<file path="src/aegis_pkg.sv">
`timescale 1ns / 1ps
`default_nettype none
// ----------------------------------------------------------------------------
// aegis_pkg
// Shared types, constants and AES round helpers for the AEGIS-128L engine.
// ----------------------------------------------------------------------------
package aegis_pkg;

   localparam int unsigned CntWidth = 61;

   typedef enum logic [2:0] {
      ACT_INIT     = 3'd0,
      ACT_ABSORB   = 3'd1,
      ACT_ENCRYPT  = 3'd2,
      ACT_DECRYPT  = 3'd3,
      ACT_FINAL    = 3'd4,
      ACT_VERIFY   = 3'd5,
      ACT_RSVD6    = 3'd6,
      ACT_RSVD7    = 3'd7
   } action_type;

   typedef enum logic [1:0] {
      CSR_KEY_LOW  = 2'd0,
      CSR_KEY_HIGH = 2'd1
   } csr_index_type;

   typedef enum logic [1:0] {
      ST_IDLE,
      ST_RUN,
      ST_DONE
   } ctrl_state_type;

   // Commands from controller to datapath
   typedef struct packed {
      logic load;       // capture the input word
      logic start_init; // load key/nonce state
      logic start_fin;  // load tag-round message
      logic step;       // apply one update with the round message
      logic data_step;  // single data update plus output and counts
      logic make_tag;   // compute tag into result
      logic clear_res;  // zero result
   } dp_cmd_type;

   typedef struct packed {
      action_type action;
      logic       data_nonzero;
   } dp_status_type;

   localparam logic [127:0] Const0 = 128'h6279e990_59372215_0d080503_02010100;
   localparam logic [127:0] Const1 = 128'hdd28b573_42311120_f12fc26d_55183ddb;

   localparam logic [7:0] Sbox [256] = '{
      8'h63,8'h7c,8'h77,8'h7b,8'hf2,8'h6b,8'h6f,8'hc5,8'h30,8'h01,8'h67,8'h2b,
      8'hfe,8'hd7,8'hab,8'h76,8'hca,8'h82,8'hc9,8'h7d,8'hfa,8'h59,8'h47,8'hf0,
      8'had,8'hd4,8'ha2,8'haf,8'h9c,8'ha4,8'h72,8'hc0,8'hb7,8'hfd,8'h93,8'h26,
      8'h36,8'h3f,8'hf7,8'hcc,8'h34,8'ha5,8'he5,8'hf1,8'h71,8'hd8,8'h31,8'h15,
      8'h04,8'hc7,8'h23,8'hc3,8'h18,8'h96,8'h05,8'h9a,8'h07,8'h12,8'h80,8'he2,
      8'heb,8'h27,8'hb2,8'h75,8'h09,8'h83,8'h2c,8'h1a,8'h1b,8'h6e,8'h5a,8'ha0,
      8'h52,8'h3b,8'hd6,8'hb3,8'h29,8'he3,8'h2f,8'h84,8'h53,8'hd1,8'h00,8'hed,
      8'h20,8'hfc,8'hb1,8'h5b,8'h6a,8'hcb,8'hbe,8'h39,8'h4a,8'h4c,8'h58,8'hcf,
      8'hd0,8'hef,8'haa,8'hfb,8'h43,8'h4d,8'h33,8'h85,8'h45,8'hf9,8'h02,8'h7f,
      8'h50,8'h3c,8'h9f,8'ha8,8'h51,8'ha3,8'h40,8'h8f,8'h92,8'h9d,8'h38,8'hf5,
      8'hbc,8'hb6,8'hda,8'h21,8'h10,8'hff,8'hf3,8'hd2,8'hcd,8'h0c,8'h13,8'hec,
      8'h5f,8'h97,8'h44,8'h17,8'hc4,8'ha7,8'h7e,8'h3d,8'h64,8'h5d,8'h19,8'h73,
      8'h60,8'h81,8'h4f,8'hdc,8'h22,8'h2a,8'h90,8'h88,8'h46,8'hee,8'hb8,8'h14,
      8'hde,8'h5e,8'h0b,8'hdb,8'he0,8'h32,8'h3a,8'h0a,8'h49,8'h06,8'h24,8'h5c,
      8'hc2,8'hd3,8'hac,8'h62,8'h91,8'h95,8'he4,8'h79,8'he7,8'hc8,8'h37,8'h6d,
      8'h8d,8'hd5,8'h4e,8'ha9,8'h6c,8'h56,8'hf4,8'hea,8'h65,8'h7a,8'hae,8'h08,
      8'hba,8'h78,8'h25,8'h2e,8'h1c,8'ha6,8'hb4,8'hc6,8'he8,8'hdd,8'h74,8'h1f,
      8'h4b,8'hbd,8'h8b,8'h8a,8'h70,8'h3e,8'hb5,8'h66,8'h48,8'h03,8'hf6,8'h0e,
      8'h61,8'h35,8'h57,8'hb9,8'h86,8'hc1,8'h1d,8'h9e,8'he1,8'hf8,8'h98,8'h11,
      8'h69,8'hd9,8'h8e,8'h94,8'h9b,8'h1e,8'h87,8'he9,8'hce,8'h55,8'h28,8'hdf,
      8'h8c,8'ha1,8'h89,8'h0d,8'hbf,8'he6,8'h42,8'h68,8'h41,8'h99,8'h2d,8'h0f,
      8'hb0,8'h54,8'hbb,8'h16
   };

   function automatic logic [7:0] xtime(input logic [7:0] x);
      xtime = {x[6:0], 1'b0} ^ (x[7] ? 8'h1b : 8'h00);
   endfunction

   // One AES round; byte i sits at bits [8i+7:8i]
   function automatic logic [127:0] aes_round(input logic [127:0] din,
                                              input logic [127:0] rk);
      logic [127:0] t;
      logic [127:0] o;
      logic [7:0]   a0, a1, a2, a3, al;
      for (int c = 0; c < 4; c++) begin
         for (int r = 0; r < 4; r++) begin
            t[8*(r+4*c) +: 8] = Sbox[din[8*(r + 4*((c + r) % 4)) +: 8]];
         end
      end
      for (int c = 0; c < 4; c++) begin
         a0 = t[8*(4*c) +: 8];
         a1 = t[8*(4*c+1) +: 8];
         a2 = t[8*(4*c+2) +: 8];
         a3 = t[8*(4*c+3) +: 8];
         al = a0 ^ a1 ^ a2 ^ a3;
         o[8*(4*c) +: 8]   = a0 ^ al ^ xtime(a0 ^ a1);
         o[8*(4*c+1) +: 8] = a1 ^ al ^ xtime(a1 ^ a2);
         o[8*(4*c+2) +: 8] = a2 ^ al ^ xtime(a2 ^ a3);
         o[8*(4*c+3) +: 8] = a3 ^ al ^ xtime(a3 ^ a0);
      end
      aes_round = o ^ rk;
   endfunction

endpackage
`default_nettype wire

</file>
<file path="src/aegis_ctrl.sv">
`timescale 1ns / 1ps
`default_nettype none
// ----------------------------------------------------------------------------
// aegis_ctrl
// Sequencer: counts init and finalize update rounds, drives the handshakes.
// ----------------------------------------------------------------------------
module aegis_ctrl (
   input  wire logic                    clock,
   input  wire logic                    reset,
   input  wire logic                    req_valid,
   output logic                         req_stall,
   output logic                         rsp_valid,
   input  wire logic                    rsp_stall,
   input  wire aegis_pkg::dp_status_type status,
   output aegis_pkg::dp_cmd_type        cmd
);
   import aegis_pkg::*;

   ctrl_state_type state_ff, state_in;
   logic [3:0]     rounds_ff, rounds_in;
   logic           phase_ff, phase_in; // 0: setup cycle, 1: rounds

   always_ff @(posedge clock) begin
      if (reset) begin
         state_ff  <= ST_IDLE;
         rounds_ff <= '0;
         phase_ff  <= 1'b0;
      end else begin
         state_ff  <= state_in;
         rounds_ff <= rounds_in;
         phase_ff  <= phase_in;
      end
   end

   // next state and commands
   always_comb begin
      state_in  = state_ff;
      rounds_in = rounds_ff;
      phase_in  = phase_ff;
      cmd       = '0;
      req_stall = 1'b1;
      rsp_valid = 1'b0;
      case (state_ff)
         ST_IDLE: begin
            req_stall = 1'b0;
            if (req_valid) begin
               cmd.load = 1'b1;
               state_in = ST_RUN;
               phase_in = 1'b0;
            end
         end
         ST_RUN: begin
            if (!phase_ff) begin
               phase_in = 1'b1;
               case (status.action)
                  ACT_INIT: begin
                     cmd.start_init = 1'b1;
                     rounds_in      = 4'd10;
                  end
                  ACT_FINAL, ACT_VERIFY: begin
                     cmd.start_fin = 1'b1;
                     rounds_in     = 4'd7;
                  end
                  ACT_ABSORB, ACT_ENCRYPT, ACT_DECRYPT: begin
                     cmd.clear_res = 1'b1;
                     if (status.data_nonzero) cmd.data_step = 1'b1;
                     state_in = ST_DONE;
                  end
                  default: begin
                     cmd.clear_res = 1'b1;
                     state_in      = ST_DONE;
                  end
               endcase
            end else begin
               cmd.step  = 1'b1;
               rounds_in = rounds_ff - 4'd1;
               if (rounds_ff == 4'd1) begin
                  state_in = ST_DONE;
                  if (status.action == ACT_FINAL || status.action == ACT_VERIFY)
                     cmd.make_tag = 1'b1;
                  else
                     cmd.clear_res = 1'b1;
               end
            end
         end
         ST_DONE: begin
            rsp_valid = 1'b1;
            if (!rsp_stall) state_in = ST_IDLE;
         end
         default: state_in = ST_IDLE;
      endcase
   end

endmodule
`default_nettype wire

</file>
<file path="config.mk">
export PLATFORM = sky130hd
export DESIGN_NAME = aegis_ctrl
export DESIGN_NICKNAME = d
export VERILOG_FILES = /design/src/aegis_pkg.sv /design/src/aegis_ctrl.sv
export SDC_FILE = /design/constraint.sdc
export NUM_CORES = 1
export LEC_CHECK = 0
export ABC_AREA = 1
export BUFFER_PORTS_ARGS = -buffer_cell sky130_fd_sc_hd__buf_2
export CAP_MARGIN = 40
export CORE_AREA = 5 5 42 44
export DETAILED_ROUTE_END_ITERATION = 7
export DIE_AREA = 0 0 47 49
export SYNTH_ARGS = -nofsm -noshare
export SYNTH_HDL_FRONTEND = slang
export SYNTH_SLANG_ARGS = --single-unit
</file>
<file path="constraint.sdc">
create_clock -name clock -period 1.2 [get_ports clock]
set_input_delay 0.12 -clock clock [delete_from_list [all_inputs] [get_ports clock]]
set_output_delay 0.12 -clock clock [all_outputs]
set_load 0.01 [all_outputs]
</file>
==> impl_metrics.json <==
{
  "status": "complete, but fails checks",
  "violations": "setup timing",
  "synth_cell_types": 19,
  "criticalPathCategory": "reg -> out",
  "final-hold-violation-count": 0,
  "p_leak_nw": 0.385,
  "die_y_um": 49,
  "nets": 119,
  "worst_slew_pin_slew_ps": 231,
  "fillerInstances": 147,
  "core_um2": 1400,
  "regArea_um2": 149,
  "critPathMaxFanout": 3,
  "post-synth-top-area-fraction": 0.283,
  "vias_per_cell": 5.01,
  "initial_core_util": 0.354,
  "place_congestion": 0.833,
  "die-width_um": 47,
  "drt_first_pass_iters": 4,
  "drv_slew": 0,
  "clock_path_buffers": 2,
  "syn2layout_area_growth_pct": 58.6,
  "grt_max_degree": 8,
  "num_rows": 14,
  "dieArea_um2": 2300,
  "hold_path_class": "in -> reg",
  "ys_top_cells_by_area": "dfxtp_1 28%, nand2_1 11%, inv_1 9.8%",
  "grt_overflow": 0,
  "setup_viol": 5,
  "cap_viol_max_count": 0,
  "root_buffer": "clkbuf_4",
  "setup_tns_ps": -395,
  "yosys_warnings": 0,
  "synth-seq-area-share": 0.283,
  "peakVddDrop_mv": 0.944,
  "crit_required_ps": 1080,
  "worst_path_max_delay_cell": "dfxtp_2",
  "antenna_found_initial": 0,
  "fin_cells": 124,
  "synth_area_um2": 495,
  "wire_per_inst_um": 11.6,
  "fin_util": 0.561,
  "cts_made_buffers": 3,
  "fin_crit_ps": 1390,
  "grt_pass1_vias": 502,
  "place_inst": 112,
  "rsz0062_at_grt": "true",
  "drt-initial-drc-count": 11,
  "syn_inst": 76,
  "p_per_area_nw_per_um2": 1770,
  "synth_largest_area_cell": "dfxtp_1",
  "tritoncts": "yes",
  "synth_seq_cells": 7,
  "setup_slack_ps": -189,
  "syn-num-nets": 86,
  "drive_above_1_share": 0.528,
  "grt_first_pass_wirelength_um": 2210,
  "antenna_left": 0,
  "grtUsageTotal": 0.128,
  "slew_headroom": 0.844,
  "clock-sinks": 7,
  "timing.hold.ws_ps": 97.6,
  "dp_hpwl_um": 920,
  "finalInstanceArea_um2": 786,
  "ios": 17,
  "io_buffers": 16,
  "path_clk_slew_ps": 50,
  "place_area_um2": 626,
  "synth.avg_cell_area_um2": 6.52,
  "start_kind": "flop",
  "max_stage_delay_ps": 310,
  "drcViolationCount": 0,
  "arrival_ps": 1270,
  "routed_wl_um": 1440,
  "htreeDepth": 1,
  "fin_crit_sh": 1.16,
  "clock_latency_ps": 250,
  "layout_commonest_cell": "buf_2",
  "holdBufCountCts": 0,
  "end_kind": "output pin",
  "vias": 621,
  "fmax_mhz": 720,
  "multi_input_area_um2": 350,
  "total_power_mw": 1.39,
  "post-place-ws_ps": 54.9,
  "crit_path_cell_trace": "inv_2 > ha_4 > nand3_4 > nand3b_1 > a21oi_2 > buf_2",
  "skew_ps": 0.244,
  "final_cell_mix": "15 x buf_2, 14 x nand2_1, 10 x inv_1, 10 x buf_4, 6 x a21oi_1",
  "diodes": 0
}
-- routing by layer --
layer  global-route usage  up-vias  part of all wire
met5                    0        -                 0
met4               0.0553        0             0.011
met3               0.0258        2             0.087
met2                0.192       28              0.50
met1                0.171      284              0.40
li1                     -      307                 -
-- power breakdown --
group	internal, mW	total (mW)	switching, mW	leakage (nW)
clock network	0.127	0.209	0.0824	0.0150
logic	0.376	0.815	0.439	0.310
registers	0.305	0.367	0.0613	0.0596
-- cells in the mapped netlist, drive strengths merged --
library cell and instances:
nand2 18, inv 15, nor2 9, a21oi 8, dfxtp 7, nand3 5
o21ai 4, nor3 3, ha 2, nand3b 2, nand4 2, xor2 1
-- what timing repair did --
item                       in CTS  in global routing
resized for setup              15                  9
hold endpoints to repair        0                  0
pin swaps                       5                  5
setup buffers                   6                  2
setup endpoints to repair       6                  9
-- final timing paths --
| kind | to | cells past startpoint | from | slack [ps] |
|---|---|---|---|---|
| setup / recovery | cmd[0] | 6 | rounds_ff[1] | -190 |
| setup reg to reg | phase_ff | 6 | state_ff[1] | 60 |
| hold reg to reg | rounds_ff[3] | 2 | rounds_ff[3] | 500 |
| hold / removal | rounds_ff[3] | 2 | reset | 100 |
-- final cells by class --
class | instances | area share
inverters | 15 | 0.0717
well taps | 16 | 0.0255
clock buffers | 4 | 0.0334
flip-flops and latches | 7 | 0.189
multi-input cells | 54 | 0.446
repair buffers | 28 | 0.234
-- sequential cells by signal, summed over array words and instances, names as in the netlist --
name / count
state_ff: 2
rounds_ff: 4
phase_ff: 1
-- worst max-delay path: cells and delay by family, from the launching register on --
kind | cells | cell delay, ps
AO/OA/AOI/OAI | 1 | 120
adder cells (fa/ha/maj) | 1 | 130
buffers and inverters | 2 | 210
flip-flops | 1 | 310
AND/OR/NAND/NOR | 2 | 240
-- kinds of logic (layout without fill, tap and decap cells) --
family	count (synthesis)	count (layout)	synth area share
AOI/OAI and AO/OA	12	12	0.129
xor gates and xnor gates	1	1	0.0177
adders and majority gates	2	2	0.0505
buffers and inverters	15	47	0.114
DFF	7	7	0.283
and+or+nand+nor	39	39	0.407
Note: power is estimated with default switching activity, not from simulation.
